===== config.mk =====
export PLATFORM = sky130hd
export DESIGN_NAME = servo_command_line_parser
export DESIGN_NICKNAME = d
export VERILOG_FILES = /design/src/scmd_pkg.sv /design/src/scmd_front.sv /design/src/scmd_back.sv /design/src/servo_command_line_parser.sv
export SDC_FILE = /design/constraint.sdc
export NUM_CORES = 1
export LEC_CHECK = 0
export BUFFER_PORTS_ARGS = -buffer_cell sky130_fd_sc_hd__buf_2
export CORE_MARGIN = 4
export CORE_UTILIZATION = 55
export CTS_CLUSTER_DIAMETER = 80
export DETAILED_ROUTE_END_ITERATION = 10
export GPL_ROUTABILITY_DRIVEN = 0
export PLACE_DENSITY = 0.72
export SLEW_MARGIN = 40
export SYNTH_ARGS = -nofsm -noshare
export SYNTH_HDL_FRONTEND = slang
export SYNTH_HIERARCHICAL = 1
export SYNTH_SLANG_ARGS = --single-unit
export TNS_END_PERCENT = 20

===== constraint.sdc =====
create_clock -name clk_i -period 17.5 [get_ports clk_i]
set_input_delay 3.5 -clock clk_i [delete_from_list [all_inputs] [get_ports clk_i]]
set_output_delay 3.5 -clock clk_i [all_outputs]
set_load 0.02 [all_outputs]

===== src/scmd_pkg.sv =====
// Package with shared types and constants of the servo command line parser.
package scmd_pkg;

  localparam int unsigned NumCap  = 131071;
  localparam int unsigned PosCap  = 15;
  localparam int unsigned NumW    = 17;

  typedef enum logic [3:0] {
    KIND_INVALID      = 4'd0,
    KIND_SAFE         = 4'd1,
    KIND_RUN          = 4'd2,
    KIND_STOP         = 4'd3,
    KIND_HEARTBEAT    = 4'd4,
    KIND_INPUT_READ   = 4'd5,
    KIND_INPUT_GUARD  = 4'd6,
    KIND_HELLO        = 4'd7,
    KIND_SERVO_READ   = 4'd8,
    KIND_SERVO_ENABLE = 4'd9,
    KIND_SERVO_TARGET = 4'd10
  } kind_e;

  typedef enum logic [0:0] {
    REG_SPEED_LIMIT = 1'b0,
    REG_ACCEL_LIMIT = 1'b1
  } reg_idx_e;

  // One classified character, passed from the front end to the back end.
  typedef struct packed {
    logic [7:0] code;
    logic       present;
    logic       eol;
  } char_word_t;

  // One finished command.
  typedef struct packed {
    kind_e       kind;
    logic [7:0]  servo_id;
    logic        enable_flag;
    logic [11:0] position;
    logic [15:0] speed;
    logic [7:0]  acceleration;
    logic [5:0]  guard_mask;
    logic [5:0]  guard_high;
    logic [7:0]  hello_version;
  } result_t;

  // Upper-cased keyword letter at a position; 0 beyond the word.
  function automatic logic [7:0] first_letter(input logic [2:0] w, input logic [3:0] p);
    logic [8*9-1:0] s;
    logic [3:0]     n;
    begin
      case (w)
        3'd0:    begin s = {"SAFE", 40'd0};      n = 4'd4; end
        3'd1:    begin s = {"RUN", 48'd0};       n = 4'd3; end
        3'd2:    begin s = {"STOP", 40'd0};      n = 4'd4; end
        3'd3:    begin s = "HEARTBEAT";          n = 4'd9; end
        3'd4:    begin s = {"INPUT", 32'd0};     n = 4'd5; end
        3'd5:    begin s = {"HELLO", 32'd0};     n = 4'd5; end
        default: begin s = {"SERVO", 32'd0};     n = 4'd5; end
      endcase
      if (p < n) first_letter = s[8*(8-p[3:0]) +: 8];
      else first_letter = 8'd0;
    end
  endfunction

  function automatic logic [3:0] first_len(input logic [2:0] w);
    case (w)
      3'd0:    first_len = 4'd4;
      3'd1:    first_len = 4'd3;
      3'd2:    first_len = 4'd4;
      3'd3:    first_len = 4'd9;
      default: first_len = 4'd5;
    endcase
  endfunction

  function automatic logic [7:0] second_letter(input logic [1:0] w, input logic [3:0] p);
    logic [8*6-1:0] s;
    logic [3:0]     n;
    begin
      case (w)
        2'd0:    begin s = {"READ", 16'd0};  n = 4'd4; end
        2'd1:    begin s = {"GUARD", 8'd0};  n = 4'd5; end
        2'd2:    begin s = "ENABLE";         n = 4'd6; end
        default: begin s = "TARGET";         n = 4'd6; end
      endcase
      if (p < n && p < 4'd6) second_letter = s[8*(5-p[2:0]) +: 8];
      else second_letter = 8'd0;
    end
  endfunction

  function automatic logic [3:0] second_len(input logic [1:0] w);
    case (w)
      2'd0:    second_len = 4'd4;
      2'd1:    second_len = 4'd5;
      default: second_len = 4'd6;
    endcase
  endfunction

endpackage


===== src/scmd_front.sv =====
// Front end: input handshake and a two-entry queue of classified characters.
module scmd_front
  import scmd_pkg::*;
(
  input  logic       clk_i,
  input  logic       rst_ni,
  input  logic [7:0] code_i,
  input  logic       present_i,
  input  logic       eol_i,
  input  logic       in_valid_i,
  output logic       in_ready_o,
  output char_word_t word_o,
  output logic       word_valid_o,
  input  logic       word_ready_i
);

  char_word_t mem_q [2];
  logic       wr_q, wr_d, rd_q, rd_d;
  logic [1:0] cnt_q, cnt_d;
  logic       push, pop;

  assign in_ready_o   = (cnt_q != 2'd2);
  // Idle words change nothing, so they are dropped here.
  assign push         = in_valid_i && in_ready_o && (present_i || eol_i);
  assign word_valid_o = (cnt_q != 2'd0);
  assign pop          = word_valid_o && word_ready_i;
  assign word_o       = mem_q[rd_q];

  always_comb begin
    wr_d  = push ? ~wr_q : wr_q;
    rd_d  = pop ? ~rd_q : rd_q;
    cnt_d = cnt_q + {1'b0, push} - {1'b0, pop};
  end

  always_ff @(posedge clk_i or negedge rst_ni) begin
    if (!rst_ni) begin
      wr_q  <= 1'b0;
      rd_q  <= 1'b0;
      cnt_q <= 2'd0;
    end else begin
      wr_q  <= wr_d;
      rd_q  <= rd_d;
      cnt_q <= cnt_d;
    end
  end

  always_ff @(posedge clk_i) begin
    if (push) begin
      mem_q[wr_q] <= '{code: code_i, present: present_i, eol: eol_i};
    end
  end

endmodule


===== src/scmd_back.sv =====
// Back end: tokeniser, keyword matcher, number accumulators and command decoder.
module scmd_back
  import scmd_pkg::*;
#(
  parameter int unsigned TokenLimit = 6,
  parameter int unsigned DigitLimit = 10
) (
  input  logic        clk_i,
  input  logic        rst_ni,
  input  char_word_t  word_i,
  input  logic        word_valid_i,
  output logic        word_ready_o,
  input  logic [15:0] speed_limit_i,
  input  logic [7:0]  accel_limit_i,
  output result_t     res_o,
  output logic        res_valid_o,
  input  logic        res_ready_i
);

  localparam int unsigned CntW = $clog2(TokenLimit + 2);

  logic [CntW-1:0] cnt_q, cnt_d;
  logic            in_tok_q, in_tok_d;
  logic [3:0]      pos_q, pos_d;
  logic [6:0]      fh_q, fh_d;
  logic [3:0]      sh_q, sh_d;
  logic [NumW-1:0] num_q [5];
  logic [NumW-1:0] num_d [5];
  logic [4:0]      nv_q, nv_d;
  result_t         res_q, res_d;
  logic            rv_q, rv_d;
  logic            take;

  // A finished command waits in the output register while the next one forms;
  // only an end-of-line word has to wait for it to leave.
  assign word_ready_o = !rv_q || res_ready_i || !word_i.eol;
  assign take         = word_valid_i && word_ready_o;
  assign res_o        = res_q;
  assign res_valid_o  = rv_q;

  function automatic logic ok(input logic v, input logic [NumW-1:0] x,
                              input logic [NumW-1:0] m);
    ok = v && (x <= m);
  endfunction

  always_comb begin
    logic [7:0]      c, up;
    logic            sep;
    logic [CntW-1:0] idx;
    logic [NumW+3:0] prod;
    logic            fin;
    result_t         r;
    cnt_d = cnt_q; in_tok_d = in_tok_q; pos_d = pos_q;
    fh_d = fh_q; sh_d = sh_q; num_d = num_q; nv_d = nv_q;
    res_d = res_q; rv_d = rv_q && !res_ready_i;
    c   = word_i.code;
    sep = (c == 8'h20) || (c == 8'h09);
    up  = (c >= 8'h61 && c <= 8'h7A) ? c - 8'h20 : c;
    fin = 1'b0;
    idx = '0;
    prod = '0;
    r = '0;
    if (take && word_i.present) begin
      if (sep) begin
        fin = in_tok_q;
      end else begin
        if (!in_tok_q) begin
          in_tok_d = 1'b1;
          pos_d = 4'd0;
          if (cnt_q <= CntW'(TokenLimit)) cnt_d = cnt_q + 1'b1;
          for (int k = 0; k < 5; k++) begin
            if (cnt_d == CntW'(k + 2)) begin
              num_d[k] = '0;
              nv_d[k]  = 1'b1;
            end
          end
        end
        idx = cnt_d - 1'b1;
        if (idx == '0) begin
          for (int b = 0; b < 7; b++)
            if (first_letter(3'(b), pos_d) != up) fh_d[b] = 1'b0;
        end else if (idx == CntW'(1)) begin
          for (int b = 0; b < 4; b++)
            if (second_letter(2'(b), pos_d) != up) sh_d[b] = 1'b0;
        end
        for (int k = 0; k < 5; k++) begin
          if (idx == CntW'(k + 1) && nv_d[k]) begin
            if (c >= 8'h30 && c <= 8'h39) begin
              prod = {num_d[k], 3'd0} + {2'd0, num_d[k], 1'b0} + (NumW+4)'(c - 8'h30);
              num_d[k] = (prod > (NumW+4)'(NumCap)) ? NumW'(NumCap) : prod[NumW-1:0];
            end else begin
              nv_d[k] = 1'b0;
            end
          end
        end
        if (pos_d < 4'(PosCap)) pos_d = pos_d + 1'b1;
      end
    end
    if (take && word_i.eol && in_tok_d) fin = 1'b1;
    if (fin) begin
      idx = cnt_d - 1'b1;
      if (idx == '0) begin
        for (int b = 0; b < 7; b++) if (first_len(3'(b)) != pos_d) fh_d[b] = 1'b0;
      end else if (idx == CntW'(1)) begin
        for (int b = 0; b < 4; b++) if (second_len(2'(b)) != pos_d) sh_d[b] = 1'b0;
      end
      for (int k = 0; k < 5; k++)
        if (idx == CntW'(k + 1) && (pos_d < 4'd1 || pos_d > 4'(DigitLimit)))
          nv_d[k] = 1'b0;
      in_tok_d = 1'b0;
    end
    if (take && word_i.eol) begin
      r.kind = KIND_INVALID;
      if (cnt_d == CntW'(1)) begin
        if (fh_d[0]) r.kind = KIND_SAFE;
        else if (fh_d[1]) r.kind = KIND_RUN;
        else if (fh_d[2]) r.kind = KIND_STOP;
        else if (fh_d[3]) r.kind = KIND_HEARTBEAT;
      end else if (cnt_d == CntW'(2) && fh_d[4] && sh_d[0]) begin
        r.kind = KIND_INPUT_READ;
      end else if (cnt_d == CntW'(4) && fh_d[4] && sh_d[1]) begin
        if (ok(nv_d[1], num_d[1], NumW'(63)) && ok(nv_d[2], num_d[2], NumW'(63)) &&
            ((num_d[2] & ~num_d[1]) == '0)) begin
          r.kind = KIND_INPUT_GUARD;
          r.guard_mask = num_d[1][5:0];
          r.guard_high = num_d[2][5:0];
        end
      end else if (cnt_d == CntW'(2) && fh_d[5] && ok(nv_d[0], num_d[0], NumW'(255)) &&
                   num_d[0] != '0) begin
        r.kind = KIND_HELLO;
        r.hello_version = num_d[0][7:0];
      end else if (fh_d[6] && cnt_d >= CntW'(3) && cnt_d <= CntW'(6) &&
                   ok(nv_d[1], num_d[1], NumW'(253)) && num_d[1] != '0) begin
        if (cnt_d == CntW'(3) && sh_d[0]) begin
          r.kind = KIND_SERVO_READ;
          r.servo_id = num_d[1][7:0];
        end else if (cnt_d == CntW'(4) && sh_d[2] && ok(nv_d[2], num_d[2], NumW'(1))) begin
          r.kind = KIND_SERVO_ENABLE;
          r.servo_id = num_d[1][7:0];
          r.enable_flag = num_d[2][0];
        end else if (cnt_d == CntW'(6) && sh_d[3] && ok(nv_d[2], num_d[2], NumW'(4095)) &&
                     ok(nv_d[3], num_d[3], NumW'(speed_limit_i)) &&
                     ok(nv_d[4], num_d[4], NumW'(accel_limit_i))) begin
          r.kind = KIND_SERVO_TARGET;
          r.servo_id = num_d[1][7:0];
          r.position = num_d[2][11:0];
          r.speed = num_d[3][15:0];
          r.acceleration = num_d[4][7:0];
        end
      end
      res_d = r;
      rv_d  = 1'b1;
      cnt_d = '0; in_tok_d = 1'b0; pos_d = 4'd0;
      fh_d = 7'h7F; sh_d = 4'hF; nv_d = '0;
      for (int k = 0; k < 5; k++) num_d[k] = '0;
    end
  end

  always_ff @(posedge clk_i or negedge rst_ni) begin
    if (!rst_ni) begin
      cnt_q <= '0; in_tok_q <= 1'b0; pos_q <= 4'd0;
      fh_q <= 7'h7F; sh_q <= 4'hF; nv_q <= '0; rv_q <= 1'b0;
      for (int k = 0; k < 5; k++) num_q[k] <= '0;
    end else begin
      cnt_q <= cnt_d; in_tok_q <= in_tok_d; pos_q <= pos_d;
      fh_q <= fh_d; sh_q <= sh_d; nv_q <= nv_d; rv_q <= rv_d;
      num_q <= num_d;
    end
  end

  always_ff @(posedge clk_i) begin
    res_q <= res_d;
  end

endmodule


===== src/servo_command_line_parser.sv =====
// Top level of the servo command line parser.
// The parser takes one character word per cycle on the slave stream while
// s_axis_tready is high and sends one command word on the master stream for every
// word that ends a line. A front end takes words into a two-entry queue; the back
// end consumes one queued word per cycle unless an end-of-line word waits for the
// output register. m_axis_tvalid is registered: the end-of-line word leaves the
// queue and sets the output register. The finished command sits in an output
// register; the back end keeps consuming characters of the next line and only an
// end-of-line word waits while the previous command has not been taken, after which
// the queue fills and s_axis_tready falls. Words with neither a character nor an
// end-of-line mark are dropped. Keywords match regardless of case; the command
// kind travels on m_axis_tuser, unused fields are zero and a bad line gives kind
// zero.
module servo_command_line_parser
  import scmd_pkg::*;
#(
  parameter int unsigned TOKEN_LIMIT = 6,
  parameter int unsigned DIGIT_LIMIT = 10
) (
  input  logic        clk_i,
  input  logic        rst_ni,
  input  logic        s_axis_tvalid,
  output logic        s_axis_tready,
  input  logic [7:0]  s_axis_tdata,   // char_code [7:0]
  input  logic        s_axis_tuser,   // char_present
  input  logic        s_axis_tlast,   // end_of_line
  output logic        m_axis_tvalid,
  input  logic        m_axis_tready,
  // servo_id[7:0] enable_flag[8] position[20:9] speed[36:21] acceleration[44:37]
  // guard_mask[50:45] guard_high[56:51] hello_version[64:57]
  output logic [71:0] m_axis_tdata,
  output logic [3:0]  m_axis_tuser,   // kind [3:0]
  input  logic        cfg_we_i,
  input  logic        cfg_idx_i,
  input  logic [15:0] cfg_data_i
);

  char_word_t  word;
  logic        word_valid, word_ready;
  result_t     res;
  logic [15:0] speed_limit_q;
  logic [7:0]  accel_limit_q;

  always_ff @(posedge clk_i or negedge rst_ni) begin
    if (!rst_ni) begin
      speed_limit_q <= 16'd4095;
      accel_limit_q <= 8'd255;
    end else if (cfg_we_i) begin
      case (cfg_idx_i)
        REG_SPEED_LIMIT: speed_limit_q <= cfg_data_i;
        REG_ACCEL_LIMIT: accel_limit_q <= cfg_data_i[7:0];
        default: ;
      endcase
    end
  end

  scmd_front u_front (
    .clk_i, .rst_ni,
    .code_i(s_axis_tdata), .present_i(s_axis_tuser), .eol_i(s_axis_tlast),
    .in_valid_i(s_axis_tvalid), .in_ready_o(s_axis_tready),
    .word_o(word), .word_valid_o(word_valid), .word_ready_i(word_ready)
  );

  scmd_back #(.TokenLimit(TOKEN_LIMIT), .DigitLimit(DIGIT_LIMIT)) u_back (
    .clk_i, .rst_ni,
    .word_i(word), .word_valid_i(word_valid), .word_ready_o(word_ready),
    .speed_limit_i(speed_limit_q), .accel_limit_i(accel_limit_q),
    .res_o(res), .res_valid_o(m_axis_tvalid), .res_ready_i(m_axis_tready)
  );

  assign m_axis_tdata = {7'd0, res.hello_version, res.guard_high, res.guard_mask,
                         res.acceleration, res.speed, res.position, res.enable_flag,
                         res.servo_id};
  assign m_axis_tuser = res.kind;

endmodule


==> Yosys cells after proc, flatten, opt, wreduce, memory -nomap -nowiden <==
Memory sizes are Yosys's and may differ from the RTL's.
Cells that the tools add are included.
{ "classes": {"addsub": 20, "magnitude_cmp": 31, "n_eq_ne": 41, "n_shift": 11, "n_mux": 260, "bitwise_logic": 11, "n_reduce_logical": 71} }
{ "op_table": {"columns": ["operator", "count"], "rows": [
  ["2-to-1 mux 72 bit", 21],
  ["2-to-1 mux 48 bit", 16],
  ["2-to-1 mux 85 bit", 6],
  ["indexed part select 72 x 33 -> 8 bit", 7],
  ["2-to-1 mux 8 bit", 49],
  ["2-to-1 mux 17 bit", 20],
  ["2-to-1 mux 4 bit", 63],
  ["indexed part select 48 x 33 -> 8 bit", 4],
  ["adder 20 x 18 -> 21 bit", 5],
  ["adder 21 bit", 5],
  ["> comparator 21 x 17 -> 1 bit, second input constant", 5],
  ["inequality test 8 bit", 11],
  ["2-to-1 mux 36 bit", 2],
  ["2-to-1 mux 1 bit", 53],
  ["logical AND 1 bit", 50],
  ["2-to-1 mux 49 bit", 1],
  ["2-to-1 mux 7 bit", 6],
  ["2-to-1 mux 37 bit", 1],
  ["2-to-1 mux 12 bit", 3],
  ["2-to-1 mux 3 bit", 12],
  ["2-to-1 mux 5 bit", 7],
  ["less-or-equal comparator 17 x 6 -> 1 bit, second input constant", 2],
  ["less-or-equal comparator 17 x 8 -> 1 bit, second input constant", 2],
  ["nonzero test 17 bit", 2],
  ["44 further kinds", 92]
]} }
{ "totals": {"regBits": 207, "ram_bits": 20, "input_bits": 32, "out_inout_bits": 78, "wordCells": 472, "n_memories": 1} }
{ "memory_table": {"columns": ["memory", "words", "width", "rd", "rd_ports_with_merged_regs", "write_ports", "line", "source"], "rows": [
  ["u_front.mem_q", 2, 10, 1, 0, 1, "scmd_front.sv:17", "char_word_t mem_q [2];"]
]} }

==> Depth between registers and ports, before layout <==
Gate-level depths: netlist (run 1).
{ "logic_depth": {"word_depth": 44, "depth_mapped": 37} }

==> By module <==
The synthesis (run 1) kept the hierarchy.
{ "modules_own_cells": {"columns": ["mod", "n_inst", "cells_per_inst", "area_per_inst_um2", "seq_area_each_um2"], "rows": [
  ["scmd_back", 1, 2365, 19874.1, 4838.4],
  ["servo_command_line_parser", 1, 60, 1026.0, 625.6],
  ["scmd_front", 1, 54, 948.4, 700.7]
]} }

==> Worst setup path before layout (run 1) <==
OpenSTA, ideal clock, no wires.
{ "synth_path": {"path_kind": "register to register", "startpoint": "register u_front.rd_q", "endpoint": "register u_back.res_q (netlist bit u_back/res_o[45]), data pin", "setup_ns": 0.135, "t_arrival_ns": 10.050, "setup_slack_ns": 7.315, "stages_incl_launch_ff": 33, "path_buffers": 4, "path_cell_list": "dfrtp_1 -> buf_2 -> mux2_2 -> ha_1 -> or3_1 -> inv_1 -> fa_1 -> ha_1 -> a2111oi_0 -> a21oi_1 -> or4_4 -> a2111oi_2 -> a21oi_1 -> or2_2 -> clkbuf_1 -> nor2_1 -> o21ai_0 -> a21oi_1 -> inv_1 -> ha_1 -> a211o_1 -> a31oi_1 -> o21ai_0 -> a2111oi_0 -> a21oi_1 -> nor4_1 -> and4_1 -> and4_1 -> nand4_1 -> or4b_1 -> buf_6 -> buf_12 -> nor2_4"} }
{ "synth_rtl": {"columns": ["item", "line", "source"], "rows": [
  ["start: declaration", "scmd_front.sv:18", "logic wr_q, wr_d, rd_q, rd_d;"],
  ["start signal: assignment", "scmd_front.sv:42", "rd_q <= rd_d;"],
  ["end signal: assignment", "scmd_back.sv:172", "res_q <= res_d;"],
  ["end: declaration", "scmd_back.sv:30", "result_t res_q, res_d;"]
]} }

==> impl_metrics.json, run 1 <==
{
  "outcome": "complete, no violations",
  "seq_area_frac_synth_pct": 28.2,
  "root_buffer": "clkbuf_16",
  "drt-total-wl_mm": 64.6,
  "cts_setup_buffers": 0,
  "multi_input_area_sq_mm": 0.0145,
  "placed_area_sq_mm": 0.0226,
  "syn_inst": 2479,
  "leakagePower_nw": 10.7,
  "cts_tree": "done",
  "vias": 20100,
  "synth_top_flop_cell": "dfrtp_1",
  "cp_max_fo": 33,
  "die_height_um": 207,
  "finalPower_mw": 3.73,
  "avgSynthCellArea_sq_um": 8.81,
  "setup_viol": 0,
  "vdd_drop_max_mv": 0.108,
  "core_sq_mm": 0.0389,
  "grt_max_degree": 91,
  "fp.dieArea_sq_mm": 0.0430,
  "cap_viol_max_count": 0,
  "drc_errors": 0,
  "rows": 72,
  "yosysTopAreaCell": "dfrtp_1",
  "slowest_delay_ns": 0.76,
  "slowest_stage": "or3_2",
  "worstSetupEndpointType": "flop",
  "antenna_found_initial": 0,
  "p_comb_share_pct": 63.4,
  "hp-class": "reg2reg",
  "fin_crit_ns": 10.14,
  "rsz0062_at_grt": "false",
  "dp_hpwl_mm": 47.9,
  "antenna_cells": 0,
  "yosysWarnings": 6,
  "drt-initial-drc-count": 2086,
  "drtPass1Iterations": 8,
  "ant_nets": 0,
  "synth-async-reset-ratio_pct": 60.8,
  "finalInstanceArea_sq_mm": 0.0236,
  "p_sw_mw": 1.88,
  "clkPwrFrac_pct": 16.0,
  "worst_pin_slew_ns": 0.937,
  "synthTopCellsByArea": "dfrtp_1 (12%), edfxtp_1 (12%), ha_1 (8.9%)",
  "synth_top_area_share_pct": 12.3,
  "power_density_mw_per_mm2": 158,
  "cts_hold_buf": 0,
  "clock.fmax_ghz": 0.0986,
  "fin_util_pct": 60.6,
  "grt.total_usage_pct": 28.8,
  "relSlewSlack_pct": 37.5,
  "nNetsFinal": 2786,
  "critPathLaunchType": "flop",
  "hold_start": "u_front/wr_q",
  "syn_area_sq_mm": 0.0218,
  "path_class": "reg2reg",
  "clock_latency_ns": 0.57,
  "p_int_mw": 1.85,
  "cts.htree.levels": 1,
  "maxSlewViolCount": 0,
  "crit_path_frequent_cell": "ha_1",
  "port_buffers": 102,
  "grt_pass1_wl_mm": 103,
  "fin_skew_ns": 0.0185,
  "cp.required_ns": 17.93,
  "start_util_pct": 56.1,
  "timing.final.ws_setup_ns": 7.36,
  "cts.sinks": 227,
  "hold_viol": 0,
  "synth_edf_count": 89,
  "clk_path_buf_depth": 3,
  "grt_pass1_vias": 19600,
  "fillers": 3394,
  "cts_resized": 0,
  "rr_startpoint": "u_front/rd_q",
  "drive_gt1_share_pct": 13.7,
  "dp_slack_ns": 7.25,
  "cts_buffers": 28,
  "clkSlewWorstSetupHoldPaths_ns": 0.06,
  "crit_path_start": "u_front/rd_q",
  "area_growth_pct": 7.99,
  "grt_overflow": 0,
  "cp_data_arrival_time_ns": 10.57,
  "fin_crit_sh_pct": 57.9,
  "power_switching_share_pct": 50.4,
  "tns_ns": 0,
  "boundaryPins": 110,
  "seq_area_sq_mm": 0.00616,
  "p_seq_share_pct": 20.6,
  "yosysUniqueCellTypes": 108,
  "routedWlPerCell_um": 21.1,
  "via_per_inst": 6.55,
  "die_width_um": 207,
  "ys_seq_elements": 227
}
==> synth_stat cells, types with 21 or more instances <==
master and instances:
or3_1 23, nor3_1 41, dfrtp_1 107, o31ai_1 21
mux2_2 28, buf_2 26, fa_1 76, nand2b_1 26
nand4_1 37, clkbuf_1 64, o21ai_0 140, nor2_1 211
dfstp_2 31, xnor2_1 62, and3_1 27, a21oi_1 181
xor2_1 41, nor4_1 23, inv_1 149, a21o_1 38
nand2_1 214, nor2b_1 34, a211oi_1 42, edfxtp_1 89
and2_1 76, o211ai_1 28, nand3_1 53, o21a_1 26
nor2_4 30, ha_1 156
==> cell usage in the layout, fill, tap and decap left out, drive strengths merged, types with 42 or more instances in the layout <==
master	count
nor2	246
nand2	217
a21oi	183
inv	157
ha	156
o21ai	145
buf	123
dfrtp	107
edfxtp	89
and2	76
fa	76
xnor2	62
nand3	55
a211oi	42
==> cell type report <==
type	count	share of cell area [%]
Inverter	158	2.54
Clock inverter	18	0.896
Sequential cell	227	26.1
Tap cell	518	2.75
Timing Repair Buffer	123	3.00
Multi-Input combinational cell	1984	61.6
Clock buffer	34	3.11
==> through the flow <==
stage | hold slack [ns] | instances
finish | 0.504 | 3062
global route | 0.508 | 3062
CTS | 0.490 | 3062
detailed placement | 0.481 | 3010
global placement | 0.471 | 3008
floorplan | 0.451 | 2485
==> worst paths after layout <==
check	end	slack, ns	depth (start not counted)
worst max-delay path	u_back/res_o[22]	7.36	26
worst min-delay path	u_front/wr_q	0.50	1
worst max register to register	u_back/res_o[22]	7.36	26
worst min register to register	u_front/wr_q	0.50	1
max in group asynchronous	u_back/num_q[46]	13.33	2
min in group asynchronous	speed_limit_q[15]	2.92	1
==> kinds of logic (layout without fill, tap and decap cells) <==
kind of cell	Yosys count	in the layout	share of synthesized area, %
AOI/OAI and AO/OA	708	708	22.1
xor gates and xnor gates	103	103	4.13
adders and majority gates	232	232	15.9
buffers and inverters	274	333	5.60
DFF	227	227	28.2
muxes	46	46	2.50
other	1	7	0.0172
and+or+nand+nor	888	888	21.6
==> sequential cells by signal, indices dropped and copies added, names as in the netlist, 2 cells and up <==
signal,count
u_back/num_q,85
u_back/res_o,69
u_front/mem_q,20
speed_limit_q,16
accel_limit_q,8
u_back/fh_q,7
u_back/nv_q,5
u_back/pos_q,4
u_back/sh_q,4
u_back/cnt_q,3
u_front/cnt_q,2
==> per-layer routing <==
layer / track usage [%] / vias up / share of wire [%]
li1: - / 9150 / -
met5: 0 / - / 0
met2: 47.3 / 983 / 46
met4: 10.1 / 0 / 4.2
met3: 4.49 / 186 / 8.4
met1: 39.0 / 9732 / 41
==> power groups by stage <==
stage | clock [mW] | sequential [mW] | combinational [mW]
final | 0.596 | 0.769 | 2.37
after global routing | 0.629 | 0.782 | 2.57
after CTS | 0.608 | 0.769 | 2.31
after detailed placement | 0 | 0.776 | 2.30
after global placement | 0 | 0.774 | 2.24
after floorplan | 0 | 0.823 | 1.65
==> critical path: cells and delay by family, from the launching register on <==
family / cells / cell delay (ns)
multiplexers: 1 / 0.64
AND/OR/NAND/NOR: 9 / 3.06
buffers and inverters: 4 / 1.53
AO/OA/AOI/OAI: 8 / 2.52
adder cells (fa/ha/maj): 4 / 1.59
flip-flops: 1 / 0.61
Power figures use the tool's default switching activity.
==> inputs of run 2 (changes only) <==
PLACE_DENSITY = 0.75   (was 0.72)
clock period = 8.7 ns   (was 17.5 ns; I/O delays follow)
==> impl_metrics.json, run 2 (same netlist as run 1, synthesis figures left out) <==
{
  "outcome": "complete, no violations",
  "setup.worst_path.end": "u_back/res_o[22]",
  "crit_path_frequent_cell": "ha_1",
  "rows": 72,
  "drc_errors": 0,
  "p_comb_share_pct": 63.8,
  "clk_path_buf_depth": 3,
  "cts_tree": "done",
  "vias": 20000,
  "clkSlewWorstSetupHoldPaths_ns": 0.06,
  "p_seq_share_pct": 20.3,
  "dp_hpwl_mm": 48.9,
  "grt_pass1_vias": 19300,
  "area_growth_pct": 9.11,
  "r2r_slack_ns": 0.50,
  "worstSetupEndpointType": "flop",
  "grt_overflow": 0,
  "layout_common_cells": "nand2_1 (214), nor2_1 (209), a21oi_1 (177)",
  "layout_commonest_cell": "nand2_1",
  "grt.total_usage_pct": 28.8,
  "cap_viol_max_count": 0,
  "fin_util_pct": 61.3,
  "vdd_drop_max_mv": 0.272,
  "drt-total-wl_mm": 65.1,
  "tns_ns": 0,
  "cp_data_arrival_time_ns": 8.63,
  "drtPass1Iterations": 6,
  "drive_gt1_share_pct": 15.0,
  "hp-class": "reg2reg",
  "crit_path_start": "u_back/cnt_q[0]",
  "die_height_um": 207,
  "hold_start": "u_back/sh_q[1]",
  "ant_nets": 0,
  "hold_viol": 0,
  "rr_worst_depth": 32,
  "cts.sinks": 227,
  "clock.fmax_ghz": 0.122,
  "fillers": 3378,
  "path_class": "reg2reg",
  "routedWlPerCell_um": 21.1,
  "largest_reg_flops": 85,
  "antenna_found_initial": 4,
  "fp.dieArea_sq_mm": 0.0430,
  "fin_crit_ns": 8.20,
  "cp.required_ns": 9.13,
  "critPathLaunchType": "flop",
  "maxSlewViolCount": 0,
  "power_switching_share_pct": 50.6,
  "cts_hold_buf": 0,
  "slowest_stage": "or4b_4",
  "relSlewSlack_pct": 43.1,
  "worst_pin_slew_ns": 0.851,
  "power_density_mw_per_mm2": 320,
  "fin_crit_sh_pct": 94.3,
  "start_util_pct": 56.1,
  "fin_skew_ns": 0.0112,
  "root_buffer": "clkbuf_16",
  "leakagePower_nw": 10.8,
  "p_sw_mw": 3.86,
  "reg2reg_to": "u_back/res_o[22]",
  "grt_pass1_wl_mm": 103,
  "rsz0062_at_grt": "false",
  "clkPwrFrac_pct": 15.8,
  "slowest_delay_ns": 0.56,
  "die_width_um": 207,
  "multi_input_area_sq_mm": 0.0146,
  "core_sq_mm": 0.0389,
  "setup_viol": 0,
  "drt-initial-drc-count": 2096,
  "nNetsFinal": 2808,
  "cts.htree.levels": 1,
  "rr_startpoint": "u_back/cnt_q[0]",
  "p_int_mw": 3.77,
  "seq_area_sq_mm": 0.00617,
  "clock_latency_ns": 0.58,
  "port_buffers": 102,
  "cts_buffers": 27,
  "boundaryPins": 110,
  "regMostFlops": "u_back/num_q",
  "grt_max_degree": 77,
  "via_per_inst": 6.50,
  "cp_max_fo": 26
}
==> run 2: cell types whose count changed in the layout (fill, tap and decap cells not counted), sizes merged <==
| cell | previous run | this run |
|---|---|---|
| buf | 123 | 146 |
| clkinv | 13 | 6 |
| clkbuf | 34 | 36 |
| inv | 157 | 159 |
| clkinvlp | 2 | 3 |
| diode | 0 | 1 |
==> run 2: timing repair <==
action,CTS,global route
gates resized for setup,0,19
endpoints found under the setup margin,0,45
setup buffers,0,5
==> run 2: metal layers <==
| layer | track usage, % | part of all wire (%) | wire, um | up-vias |
|---|---|---|---|---|
| met1 | 38.6 | 41 | 26700 | 9600 |
| li1 | - | - | - | 9190 |
| met3 | 5.33 | 8.2 | 5350 | 217 |
| met4 | 11.8 | 4.5 | 2910 | 6 |
| met2 | 46.3 | 46 | 30100 | 1031 |
| met5 | 0 | 0.075 | 49 | - |
==> run 2: how the worst min path moves through the flow <==
stage	end	slack, ns	depth (start not counted)
2_1_floorplan	u_back/sh_q[1]	0.45	2
3_3_place_gp	u_back/sh_q[1]	0.47	2
3_5_place_dp	u_back/sh_q[1]	0.47	2
4_1_cts	u_back/sh_q[1]	0.48	2
5_1_grt	u_back/sh_q[1]	0.52	2
6_report	u_back/sh_q[1]	0.48	2
==> run 2: worst max-delay path, delay by kind of cell, from the launching register on <==
family | cells | cell delay [ns]
flops | 1 | 0.46
fa+ha+maj | 5 | 1.54
simple gates | 14 | 3.04
buf+inv | 4 | 0.66
compound gates | 9 | 2.28
==> run 2: power by group through the flow <==
stage          clock, mW  combinational, mW  sequential (mW)
2_1_floorplan          0               3.35             1.66
3_3_place_gp           0               4.59             1.56
3_5_place_dp           0               4.71             1.56
4_1_cts             1.22               4.74             1.55
5_1_grt             1.27               5.28             1.58
6_report            1.21               4.87             1.55
==> run 2: per-stage QoR <==
step | hold WS (ns) | instances | area, sq um | setup WS [ns] | power [mW]
floorplan | 0.451 | 2485 | 21900 | 0.00208 | 5.00
global placement | 0.468 | 3028 | 22800 | 0.397 | 6.15
detailed placement | 0.467 | 3028 | 22800 | 0.103 | 6.27
CTS | 0.476 | 3078 | 23700 | 0.0601 | 7.50
global route | 0.516 | 3084 | 23800 | 0.0292 | 8.12
finish | 0.479 | 3084 | 23800 | 0.500 | 7.63
==> run 2: final cells by class <==
| type | instances | area share (%) |
|---|---|---|
| multi-input combinational | 1984 | 61.3 |
| antenna | 1 | 0.0105 |
| sequential | 227 | 25.9 |
| inverter | 158 | 2.52 |
| clock inverter | 14 | 0.871 |
| clock buffer | 36 | 3.02 |
| tap | 518 | 2.72 |
| timing repair buffer | 146 | 3.63 |
